<file path="src/rtl/core/mrw_pkg.sv">
// Shared types for the Miller-Rabin witness test core.
// Holds the request/response structs of the bit-serial modular multiplier.
// No dependencies.
`timescale 1ns / 1ps
`default_nettype none

package mrw_pkg;

  // Operation of the modular unit: product x*y mod m, or reduction y mod m.
  typedef enum logic {
    MM_MUL    = 1'b0,
    MM_REDUCE = 1'b1
  } mm_op_e;

  typedef struct packed {
    logic   start;
    mm_op_e op;
  } mm_req_t;

  typedef struct packed {
    logic busy;
    logic done;
  } mm_rsp_t;

endpackage

`default_nettype wire

</file>
<file path="src/rtl/core/mrw_modmul.sv">
// Bit-serial modular multiplier and reducer for the witness test core.
// Walks y from its top bit, one doubling and at most one addition per bit.
// Depends on mrw_pkg.
`timescale 1ns / 1ps
`default_nettype none

module mrw_modmul import mrw_pkg::*; #(
  parameter int unsigned NUM_BITS = 63
) (
  input  wire logic                clk_i,
  input  wire logic                rst_ni,
  input  wire mm_req_t             req_i,
  input  wire logic [NUM_BITS-1:0] x_i,
  input  wire logic [NUM_BITS-1:0] y_i,
  input  wire logic [NUM_BITS-1:0] m_i,
  output mm_rsp_t                  rsp_o,
  output logic      [NUM_BITS-1:0] res_o
);

  localparam int unsigned CW = $clog2(NUM_BITS + 1);

  logic [NUM_BITS-1:0] acc_q, acc_d, x_q, x_d, y_q, y_d, m_q, m_d;
  logic [CW-1:0]       cnt_q, cnt_d;
  logic                phase_q, phase_d, busy_q, busy_d, done_q, done_d;
  mm_op_e              op_q, op_d;

  logic                y_msb, add_cin, shift_en;
  logic [NUM_BITS-1:0] add_b, add_res;
  logic [NUM_BITS:0]   sum;
  logic [NUM_BITS+1:0] diff;

  // One modular add per cycle while busy: phase 0 doubles acc (adding the top bit of y when reducing), phase 1 adds x.
  always_comb begin
    y_msb    = y_q[NUM_BITS-1];
    add_b    = phase_q ? x_q : acc_q;
    add_cin  = !phase_q && (op_q == MM_REDUCE) && y_msb;
    sum      = {1'b0, acc_q} + {1'b0, add_b} + {{NUM_BITS{1'b0}}, add_cin};
    diff     = {1'b0, sum} - {2'b00, m_q};
    add_res  = diff[NUM_BITS+1] ? sum[NUM_BITS-1:0] : diff[NUM_BITS-1:0];
    shift_en = phase_q || !((op_q == MM_MUL) && y_msb);
  end

  always_comb begin
    acc_d   = acc_q;
    x_d     = x_q;
    y_d     = y_q;
    m_d     = m_q;
    op_d    = op_q;
    cnt_d   = cnt_q;
    phase_d = phase_q;
    busy_d  = busy_q;
    done_d  = 1'b0;
    if (req_i.start && !busy_q) begin
      acc_d   = '0;
      x_d     = x_i;
      y_d     = y_i;
      m_d     = m_i;
      op_d    = req_i.op;
      cnt_d   = CW'(NUM_BITS);
      phase_d = 1'b0;
      busy_d  = 1'b1;
    end else if (busy_q) begin
      acc_d   = add_res;
      phase_d = !shift_en;
      if (shift_en) begin
        y_d   = y_q << 1;
        cnt_d = cnt_q - CW'(1);
        if (cnt_q == CW'(1)) begin
          busy_d = 1'b0;
          done_d = 1'b1;
        end
      end
    end
  end

  always_ff @(posedge clk_i or negedge rst_ni) begin
    if (!rst_ni) begin
      cnt_q   <= '0;
      phase_q <= 1'b0;
      busy_q  <= 1'b0;
      done_q  <= 1'b0;
    end else begin
      cnt_q   <= cnt_d;
      phase_q <= phase_d;
      busy_q  <= busy_d;
      done_q  <= done_d;
    end
  end

  always_ff @(posedge clk_i) begin
    acc_q <= acc_d;
    x_q   <= x_d;
    y_q   <= y_d;
    m_q   <= m_d;
    op_q  <= op_d;
  end

  assign rsp_o.busy = busy_q;
  assign rsp_o.done = done_q;
  assign res_o      = acc_q;

  a_acc_below_mod: assert property (@(posedge clk_i) disable iff (!rst_ni)
    busy_q |-> (acc_q < m_q))
    else $error("modmul accumulator not reduced");

  a_no_start_busy: assert property (@(posedge clk_i) disable iff (!rst_ni)
    req_i.start |-> !busy_q)
    else $error("modmul started while busy");

  a_done_idle: assert property (@(posedge clk_i) disable iff (!rst_ni)
    done_q |-> !busy_q)
    else $error("modmul done while still busy");

endmodule

`default_nettype wire

</file>
<file path="src/rtl/core/miller_rabin_witness_test_top.sv">
// Miller-Rabin strong probable-prime test of one candidate against one witness.
// done_o rises in the cycle after the start transfer for n < 4 or even n. Otherwise
// the sequencer strips the trailing zeros of n-1, reduces the witness mod n and
// runs at most 2*NUM_BITS-3 bit-serial modular products. One item at a time: busy stays
// high until done_o, the receiver cannot stall, and reset drops any item in flight.
`timescale 1ns / 1ps
`default_nettype none

module miller_rabin_witness_test_top import mrw_pkg::*; #(
  parameter int unsigned NUM_BITS = 63
) (
  input  wire logic                clk_i,
  input  wire logic                rst_ni,
  input  wire logic                start,
  output logic                     busy,
  input  wire logic [NUM_BITS-1:0] candidate_i,
  input  wire logic [NUM_BITS-1:0] witness_base_i,
  output logic                     done_o,
  output logic                     probably_prime_o
);

  localparam int unsigned SW = $clog2(NUM_BITS);

  typedef enum logic [9:0] {
    ST_IDLE  = 10'b0000000001,
    ST_SCAN  = 10'b0000000010,
    ST_RED   = 10'b0000000100,
    ST_PSTEP = 10'b0000001000,
    ST_PMUL  = 10'b0000010000,
    ST_PSQR  = 10'b0000100000,
    ST_CHK0  = 10'b0001000000,
    ST_LOOP  = 10'b0010000000,
    ST_SQ    = 10'b0100000000,
    ST_OUT   = 10'b1000000000
  } state_e;

  state_e              state_q, state_d;
  logic [NUM_BITS-1:0] n_q, n_d, base_q, base_d, t_q, t_d, g_q, g_d;
  logic [SW-1:0]       s_q, s_d, k_q, k_d;
  logic                res_q, res_d;

  logic [NUM_BITS-1:0] nm1;
  mm_req_t             mm_req;
  mm_rsp_t             mm_rsp;
  logic [NUM_BITS-1:0] mm_x, mm_y, mm_res;
  logic                accept;

  // n is odd in every state that uses n-1, so n-1 just clears bit 0.
  assign nm1    = {n_q[NUM_BITS-1:1], 1'b0};
  assign accept = start && !busy;

  always_comb begin
    state_d    = state_q;
    n_d        = n_q;
    base_d     = base_q;
    t_d        = t_q;
    g_d        = g_q;
    s_d        = s_q;
    k_d        = k_q;
    res_d      = res_q;
    mm_req     = '{start: 1'b0, op: MM_MUL};
    mm_x       = g_q;
    mm_y       = base_q;
    unique case (state_q)
      ST_IDLE: begin
        if (start) begin
          n_d    = candidate_i;
          base_d = witness_base_i;
          t_d    = {candidate_i[NUM_BITS-1:1], 1'b0};
          s_d    = '0;
          // Settle the small and even cases right away.
          if (candidate_i[NUM_BITS-1:1] == '0) begin
            res_d   = 1'b0;
            state_d = ST_OUT;
          end else if (candidate_i[NUM_BITS-1:2] == '0) begin
            res_d   = 1'b1;
            state_d = ST_OUT;
          end else if (!candidate_i[0]) begin
            res_d   = 1'b0;
            state_d = ST_OUT;
          end else begin
            state_d = ST_SCAN;
          end
        end
      end
      ST_SCAN: begin
        // Strip trailing zeros of n-1: t is the odd part, s the count.
        if (!t_q[0]) begin
          t_d = t_q >> 1;
          s_d = s_q + SW'(1);
        end else begin
          mm_req  = '{start: 1'b1, op: MM_REDUCE};
          mm_y    = base_q;
          state_d = ST_RED;
        end
      end
      ST_RED: begin
        if (mm_rsp.done) begin
          base_d  = mm_res;
          g_d     = NUM_BITS'(1);
          state_d = ST_PSTEP;
        end
      end
      ST_PSTEP: begin
        mm_req = '{start: 1'b1, op: MM_MUL};
        if (t_q[0]) begin
          mm_x    = g_q;
          mm_y    = base_q;
          state_d = ST_PMUL;
        end else begin
          mm_x    = base_q;
          mm_y    = base_q;
          state_d = ST_PSQR;
        end
      end
      ST_PMUL: begin
        if (mm_rsp.done) begin
          g_d = mm_res;
          if (t_q == NUM_BITS'(1)) begin
            state_d = ST_CHK0;
          end else begin
            mm_req  = '{start: 1'b1, op: MM_MUL};
            mm_x    = base_q;
            mm_y    = base_q;
            state_d = ST_PSQR;
          end
        end
      end
      ST_PSQR: begin
        if (mm_rsp.done) begin
          base_d  = mm_res;
          t_d     = t_q >> 1;
          state_d = ST_PSTEP;
        end
      end
      ST_CHK0: begin
        if (g_q == NUM_BITS'(1) || g_q == nm1) begin
          res_d   = 1'b1;
          state_d = ST_OUT;
        end else begin
          k_d     = SW'(1);
          state_d = ST_LOOP;
        end
      end
      ST_LOOP: begin
        // Up to s-1 squarings of g.
        if (k_q < s_q) begin
          mm_req  = '{start: 1'b1, op: MM_MUL};
          mm_x    = g_q;
          mm_y    = g_q;
          state_d = ST_SQ;
        end else begin
          res_d   = (g_q == NUM_BITS'(1));
          state_d = ST_OUT;
        end
      end
      ST_SQ: begin
        if (mm_rsp.done) begin
          g_d = mm_res;
          k_d = k_q + SW'(1);
          if (mm_res == NUM_BITS'(1)) begin
            res_d   = 1'b0;
            state_d = ST_OUT;
          end else if (mm_res == nm1) begin
            res_d   = 1'b1;
            state_d = ST_OUT;
          end else begin
            state_d = ST_LOOP;
          end
        end
      end
      ST_OUT: begin
        state_d = ST_IDLE;
      end
      default: begin
        state_d = ST_IDLE;
      end
    endcase
  end

  always_ff @(posedge clk_i or negedge rst_ni) begin
    if (!rst_ni) begin
      state_q <= ST_IDLE;
    end else begin
      state_q <= state_d;
    end
  end

  always_ff @(posedge clk_i) begin
    n_q    <= n_d;
    base_q <= base_d;
    t_q    <= t_d;
    g_q    <= g_d;
    s_q    <= s_d;
    k_q    <= k_d;
    res_q  <= res_d;
  end

  mrw_modmul #(
    .NUM_BITS(NUM_BITS)
  ) u_modmul (
    .clk_i  (clk_i),
    .rst_ni (rst_ni),
    .req_i  (mm_req),
    .x_i    (mm_x),
    .y_i    (mm_y),
    .m_i    (n_q),
    .rsp_o  (mm_rsp),
    .res_o  (mm_res)
  );

  // Hold busy through the whole test; present the result for one cycle.
  assign busy             = (state_q != ST_IDLE);
  assign done_o           = (state_q == ST_OUT);
  assign probably_prime_o = res_q;

  a_accept_busy: assert property (@(posedge clk_i) disable iff (!rst_ni)
    accept |=> busy)
    else $error("start transfer did not raise busy");

  a_wait_has_mm: assert property (@(posedge clk_i) disable iff (!rst_ni)
    (state_q == ST_RED || state_q == ST_PMUL || state_q == ST_PSQR ||
     state_q == ST_SQ) |-> (mm_rsp.busy || mm_rsp.done))
    else $error("sequencer waits on an idle multiplier");

  a_done_then_idle: assert property (@(posedge clk_i) disable iff (!rst_ni)
    done_o |=> !busy)
    else $error("sequencer not idle after result");

endmodule

`default_nettype wire
</file>
<file path="config.mk">
export PLATFORM = sky130hd
export DESIGN_NAME = miller_rabin_witness_test_top
export DESIGN_NICKNAME = d
export VERILOG_FILES = /design/src/rtl/core/mrw_pkg.sv /design/src/rtl/core/mrw_modmul.sv /design/src/rtl/core/miller_rabin_witness_test_top.sv
export SDC_FILE = /design/constraint.sdc
export NUM_CORES = 1
export LEC_CHECK = 0
export BUFFER_PORTS_ARGS = -buffer_cell sky130_fd_sc_hd__buf_2
export CAP_MARGIN = 30
export CORE_MARGIN = 4
export CORE_UTILIZATION = 50
export CTS_CLUSTER_DIAMETER = 200
export CTS_CLUSTER_SIZE = 40
export DETAILED_ROUTE_END_ITERATION = 7
export HOLD_SLACK_MARGIN = 0.15
export PLACE_DENSITY = 0.72
export SLEW_MARGIN = 10
export SYNTH_ARGS = -nofsm -noshare
export SYNTH_HDL_FRONTEND = slang
export SYNTH_SLANG_ARGS = --single-unit
</file>
<file path="constraint.sdc">
create_clock -name clk_i -period 13.9 [get_ports clk_i]
set_input_delay 1.39 -clock clk_i [delete_from_list [all_inputs] [get_ports clk_i]]
set_output_delay 1.39 -clock clk_i [all_outputs]
set_load 0.02 [all_outputs]
</file>
# --- Word level (Yosys, flattened, before mapping) ---
# Index checks and enable logic that the tools add are counted.
totals:
  register_bits: 537
classes:
  add_sub_neg: 6
  order_cmp: 1
  eq_ne: 31
  muxes: 69
  bitwise: 1
  n_reduce_logical: 32
op_table:
  columns: ["op", "count"]
  rows:
  - ["63-bit 2-to-1 mux", 16]
  - ["63-bit case mux with 2 select lines", 3]
  - ["63-bit by 1-bit == test with 1-bit output, second input constant", 3]
  - ["63-bit case mux with 3 select lines", 1]
  - ["63-bit == test", 2]
  - ["10-bit 2-to-1 mux", 12]
  - ["10-bit case mux with 8 select lines", 1]
  - ["64-bit by 63-bit subtractor with 65-bit output", 1]
  - ["63-bit by 63-bit adder with 64-bit output", 1]
  - ["64-bit by 1-bit adder with 64-bit output", 1]
  - ["62-bit logical NOT", 1]
  - ["61-bit logical NOT", 1]
  - ["6-bit 2-to-1 mux", 8]
  - ["6-bit case mux with 2 select lines", 2]
  - ["1-bit 2-to-1 mux", 19]
  - ["3-bit AND reduction", 5]
  - ["6-bit by 1-bit adder with 6-bit output, second input constant", 2]
  - ["2-bit by 1-bit inequality test with 1-bit output, second input constant", 6]
  - ["2-bit inequality test, second input constant", 6]
  - ["2-bit nonzero test", 6]
  - ["10-bit by 1-bit == test with 1-bit output, second input constant", 1]
  - ["10-bit == test, second input constant", 1]
  - ["10-bit by 2-bit == test with 1-bit output, second input constant", 1]
  - ["10-bit by 3-bit == test with 1-bit output, second input constant", 1]
  - ["27 further kinds", 39]

# --- Longest topological paths before layout ---
logic_depth:
  ltp_word: 7
  mapped_depth: 29
  mapped_depth_nobuf: 26

# --- Modules after synthesis ---
# A second synthesis with hierarchy kept.
hier_totals:
  hier_cells: 3140
  hier_area_um2: 32262.2
by_module_without_submodules:
  columns: ["module", "instances", "cells_per_inst", "area_each_um2", "seq_area_each_um2"]
  rows:
  - ["mrw_modmul", 1, 1954, 17782.1, 7191.9]
  - ["miller_rabin_witness_test_top", 1, 1186, 14480.1, 8209.1]

# --- Worst setup path before layout ---
# OpenSTA, ideal clock, no wires.
synth_timing:
  kind: "register -> register"
  start: "register state_q[1]"
  end: "register g_q[0], enable pin"
  setup_time_ns: 0.581
  t_arrival_ns: 5.876
  slack_ns: 7.444
  stages_incl_launch_ff: 7
  n_path_buf: 0
  period_less_slack_ns: 6.456
  path_cell_list: "dfrtp_1 nor2_1 nand2_1 nor2_1 nand3b_1 and2_1 a21boi_0"
synth_between:
  elab_chain_cells: 4
  word_cells_on_any_way: 8
  classes_between: "5 x eq/ne; 3 x reduce/logical"
synth_rtl:
  columns: ["item", "line_no", "rtl"]
  rows:
  - ["start, declared", "miller_rabin_witness_test_top.sv:37", "state_e state_q, state_d;"]
  - ["start signal, assigned", "miller_rabin_witness_test_top.sv:185", "state_q <= state_d;"]
  - ["10-bit by 9-bit == test with 1-bit output / 10-bit by 5-bit == test with 1-bit output (equally long branches)", "miller_rabin_witness_test_top.sv:64", "unique case (state_q)"]
  - ["2-bit OR reduction (no line)", null, null]
  - ["2-bit by 1-bit inequality test with 1-bit output (no line) / 2-bit nonzero test (equally long branches)", null, null]
  - ["3-bit AND reduction (no line) *", null, null]
  - ["end signal, assigned", "miller_rabin_witness_test_top.sv:193", "g_q <= g_d;"]
  - ["end, declared", "miller_rabin_witness_test_top.sv:38", "logic [NUM_BITS-1:0] n_q, n_d, base_q, base_d, t_q, t_d, g_q, g_d;"]
# Every way passes the cells marked *; elsewhere a longest branch is shown, timed or not.
# A chain may end at the register's enable or synchronous reset.

# --- Final worst setup path ---
layout_timing:
  start: "register u_modmul.phase_q"
  end: "register u_modmul.acc_q[62], in the netlist u_modmul.res_o[62]"
layout_between:
  elab_chain_cells: 6
  word_cells_on_any_way: 8
  classes_between: "3 x add/sub; 2 x mux; 3 x reduce/logical"
layout_rtl:
  columns: ["item", "line_no", "rtl"]
  rows:
  - ["start, declared", "mrw_modmul.sv:24", "logic phase_q, phase_d, busy_q, busy_d, done_q, done_d;"]
  - ["start signal, assigned", "mrw_modmul.sv:84", "phase_q <= phase_d;"]
  - ["parallel branches: the longest is 3 deep, another holds 63-bit by 63-bit adder with 64-bit output", null, null]
  - ["64-bit by 1-bit adder with 64-bit output *", "mrw_modmul.sv:37", "sum = {1'b0, acc_q} + {1'b0, add_b} + {{NUM_BITS{1'b0}}, add_cin};"]
  - ["64-bit by 63-bit subtractor with 65-bit output", "mrw_modmul.sv:38", "diff = {1'b0, sum} - {2'b00, m_q};"]
  - ["63-bit 2-to-1 mux *", "mrw_modmul.sv:39", "add_res = diff[NUM_BITS+1] ? sum[NUM_BITS-1:0] : diff[NUM_BITS-1:0];"]
  - ["end signal, assigned", "mrw_modmul.sv:91", "acc_q <= acc_d;"]
  - ["end, declared", "mrw_modmul.sv:22", "logic [NUM_BITS-1:0] acc_q, acc_d, x_q, x_d, y_q, y_d, m_q, m_d;"]
# Every way passes the cells marked *.

==> metrics.md <==
| Metric | Value |
|---|---|
| Core Region | 62100 sq um |
| Drc violations | 0 |
| Cell count after synthesis | 3042 |
| Fraction of the yosys area taken by sequential cells | 48.9% |
| Half-perimeter wire length after detailed placement | between 80000 and 90000 um |
| Detailed-router iteration count before antenna repair | 6 |
| CTS hold repair buffers | 0 |
| Final worst path period need | about 7.7 ns |
| Initial antenna violation count | 3 |
| Met2 Resource Use GR | between 40% and 50% |
| Pins Over Slew Limit | 0 |
| Overall via count from detail_route | ~25000 |
| Crit end category | flip-flop |
| Total standard cell area after synthesis | ~32000 sq um |
| Area share of the leading cell type in the synthesized netlist | around 43% |
| Vias in the first global route | 23817 |
| Most common cell in the synthesized netlist | sky130_fd_sc_hd__edfxtp_1 |
| Final hold violations | 0 |
| Fill cell instance count of the final layout | 5394 |
| TritonCTS Buffers | 17 |
| PostCTS Resize Cnt | 0 |
| Row cnt | 91 |
| Data required, critical path | between 10 and 15 ns |
| Ports | 132 |
| Classification of the worst setup path | reg -> reg |
| Maximum clock frequency | about 130 MHz |
| Syn_nets | approximately 3300 |
| Detailed-route wire length per cell | 27.1 um |
| Tot GR Track Use | roughly 30% |
| Top cells by instance count after synthesis | sky130_fd_sc_hd__edfxtp_1, sky130_fd_sc_hd__nand2_1, sky130_fd_sc_hd__o21ai_0 |
| Top cells by area in the synthesized netlist | sky130_fd_sc_hd__edfxtp_1, sky130_fd_sc_hd__ha_1, sky130_fd_sc_hd__nand2_1 |
| TritonCTS clock tree | built |
| Setup repair after global routing missed its margin | false |
| TritonCTS Sinks | 537 |
| Worst Min Path Start | n_q[0]$_DFFE_PP_ |
| Die height | 259 um |
| Warnings, synthesis | 0 |
| Antenna Diode Count | 0 |
| Primary flip-flop cell chosen by synthesis mapping | sky130_fd_sc_hd__edfxtp_1 |
| Synthesis-to-layout area growth | 6.47% |
| CP startpoint | u_modmul.phase_q$_DFFE_PN0P_ |
| Area leader, netlist | sky130_fd_sc_hd__edfxtp_1 |
| Slew margin rel. | about a quarter |
| Drt initial violations | around 3500 |
| Post-CTS setup buffers | 0 |
| Initial core utilization | between 50 and 60% |
| Routability Congestion | ~1.0 |
| Startpoint kind of the worst setup timing path | flip-flop |
| Number of antenna-violating nets in the routed design | 0 |
| Max_cap viols | 0 |
| Clock latency at the later pin of the worst-skew pair | between 0.5 and 0.6 ns |
| Clock Tree Root | sky130_fd_sc_hd__clkbuf_16 |
| Outcome | complete, no violations |
| CTS clock-pin slew for the worst setup and hold paths | ~0.16 ns |
| Most utilized layer in the global route result | met2 |
| Final Routed Wirelength | roughly 110000 um |
| Number of buffers added on ports | around 130 |
| Largest net degree at the start of global routing | between 80 and 90 |
| Transition time at the pin with the least slew margin | 1.12 ns |
| Synthesized area divided by synthesized cell count | 10.4 sq um |
| Share of cells above drive strength 1 | between 10% and 20% |
| Post-synth EDFFs | approximately 460 |
| Net count of the finished layout | approximately 3300 |
| Worst-path maximum fanout | roughly 70 |
| Number of distinct library cells after synthesis | 78 |
| Global-route wire length before repair | around 150000 um |
| H-Tree Level Count | 1 |
| Final worst-path cycle share | a little under three fifths |
| Vias/cell | ~6.5 |
| Die extent in x | between 200 and 300 um |
| R2R Path Start | u_modmul.phase_q$_DFFE_PN0P_ |
| Met3 capacity usage during global routing | 5.49% |
| Critical Path AT | a little over 8 ns |
| Worst Hold Class | reg -> reg |
| Final setup TNS | 0 ns |
| Floorplan die area | 67100 sq um |
| Async SR Flop Fraction | under 10% |
| Setup skew after layout | roughly 0.040 ns |
| Number of buffers on the longest clock path | 3 |
| # setup viols final | 0 |
| Global route total overflow | 0 |
| Total of flip-flops plus latches after synthesis | 537 |
| Met1 track demand over resource in global routing | ~45% |
==> routing by layer <==
layer / up-vias / share of wire (%)
met3: 230 / 12
met4: 4 / 4.3
met5: - / 0.025
met1: 12275 / 41
li1: 11324 / -
met2: 1639 / 43
==> placed cells by master (no fill, tap or decap), types with 30 or more instances in the layout <==
| cell | n |
|---|---|
| sky130_fd_sc_hd__a22o_1 | 68 |
| sky130_fd_sc_hd__nor4_1 | 85 |
| sky130_fd_sc_hd__ha_1 | 134 |
| sky130_fd_sc_hd__xor2_1 | 91 |
| sky130_fd_sc_hd__o21bai_1 | 30 |
| sky130_fd_sc_hd__nand3_1 | 33 |
| sky130_fd_sc_hd__nor2_1 | 121 |
| sky130_fd_sc_hd__o21ai_0 | 263 |
| sky130_fd_sc_hd__nor3_1 | 41 |
| sky130_fd_sc_hd__mux2i_1 | 100 |
| sky130_fd_sc_hd__edfxtp_1 | 455 |
| sky130_fd_sc_hd__mux2_2 | 105 |
| sky130_fd_sc_hd__xnor2_1 | 116 |
| sky130_fd_sc_hd__a21oi_1 | 143 |
| sky130_fd_sc_hd__a21o_1 | 78 |
| sky130_fd_sc_hd__buf_2 | 131 |
| sky130_fd_sc_hd__nand2_1 | 377 |
| sky130_fd_sc_hd__dfxtp_1 | 63 |
| sky130_fd_sc_hd__nand4_1 | 65 |
| sky130_fd_sc_hd__inv_1 | 156 |
| sky130_fd_sc_hd__and2_1 | 54 |
==> worst max-delay path, stage by stage (launching register included) <==
cell                       delay [ns]
sky130_fd_sc_hd__dfrtp_4         0.44
sky130_fd_sc_hd__buf_4           0.23
sky130_fd_sc_hd__buf_16          0.33
sky130_fd_sc_hd__mux2_2          0.39
sky130_fd_sc_hd__ha_1            0.39
sky130_fd_sc_hd__a21o_1          0.18
sky130_fd_sc_hd__a31oi_1         0.16
sky130_fd_sc_hd__o21ai_0         0.39
sky130_fd_sc_hd__o211ai_1        0.26
sky130_fd_sc_hd__a311oi_1        0.69
sky130_fd_sc_hd__o31ai_1         0.29
sky130_fd_sc_hd__o22ai_1         0.51
sky130_fd_sc_hd__nor3_1          0.11
sky130_fd_sc_hd__a211oi_1        0.59
sky130_fd_sc_hd__ha_1            0.44
sky130_fd_sc_hd__a21oi_1         0.16
sky130_fd_sc_hd__nor2_1          0.05
sky130_fd_sc_hd__nor3_1          0.14
sky130_fd_sc_hd__o211ai_1        0.17
sky130_fd_sc_hd__nor2_1          0.31
sky130_fd_sc_hd__o211ai_4        0.25
sky130_fd_sc_hd__nor2_2          0.76
sky130_fd_sc_hd__a22oi_1         0.15
sky130_fd_sc_hd__o21ai_0         0.14
==> cells by family (layout without fill, tap and decap cells) <==
group	count (synthesis)	after routing	share of synthesized area, %
compound gates	781	781	15.9
xor+xnor	207	207	5.75
fa+ha+maj	137	137	5.51
buf+inv	297	343	3.65
flops	537	537	48.9
mux	205	205	6.93
simple gates	878	878	13.3
==> sequential cells by signal (all words and copies together), names as in the netlist, 6 cells and up <==
register / count
base_q: 63
g_q: 63
t_q: 63
n_q: 63
state_q: 10
k_q: 6
u_modmul.y_q: 63
s_q: 6
u_modmul.m_q: 63
u_modmul.res_o: 63
u_modmul.x_q: 63
u_modmul.cnt_q: 6
==> path summary, 6_finish.rpt <==
path | slack [ns] | endpoint | depth (start not counted)
min reg2reg | 0.44 | u_modmul.m_q[0]$_DFFE_PP_ | 0
max in group asynchronous | 12.81 | state_q[0]$_DFFE_PN1P_ | 1
max | 6.22 | u_modmul.res_o[62]$_SDFFE_PP0P_ | 23
min in group asynchronous | 0.73 | u_modmul.phase_q$_DFFE_PN0P_ | 1
min | 0.44 | u_modmul.m_q[0]$_DFFE_PP_ | 0
max reg2reg | 6.22 | u_modmul.res_o[62]$_SDFFE_PP0P_ | 23
==> through the flow <==
step | instance area, sq um | hold slack (ns) | worst slack (ns) | utilization (%) | std cells
after detailed placement | 33000 | 0.405 | 6.27 | 53.2 | 3894
after CTS | 33500 | 0.438 | 6.19 | 54.0 | 3923
after global placement | 32900 | 0.406 | 6.38 | 53.0 | 3889
final | 33500 | 0.437 | 6.22 | 54.1 | 3925
after floorplan | 31500 | 0.400 | 7.44 | - | 3042
after global routing | 33500 | 0.463 | 6.05 | 54.1 | 3925
==> cell type report <==
type | instances | area, sq um | share of cell area [%]
timing repair buffer | 157 | 947 | 2.82
clock inverter | 1 | 30.0 | 0.0895
inverter | 157 | 594 | 1.77
multi-input combinational | 2208 | 15100 | 44.9
clock buffer | 28 | 467 | 1.39
tap | 837 | 1050 | 3.12
sequential | 537 | 15400 | 45.9
Power is left out: the tool's default activity adds up to more than one toggle a clock period on the data nets, which glitch-free logic cannot reach.
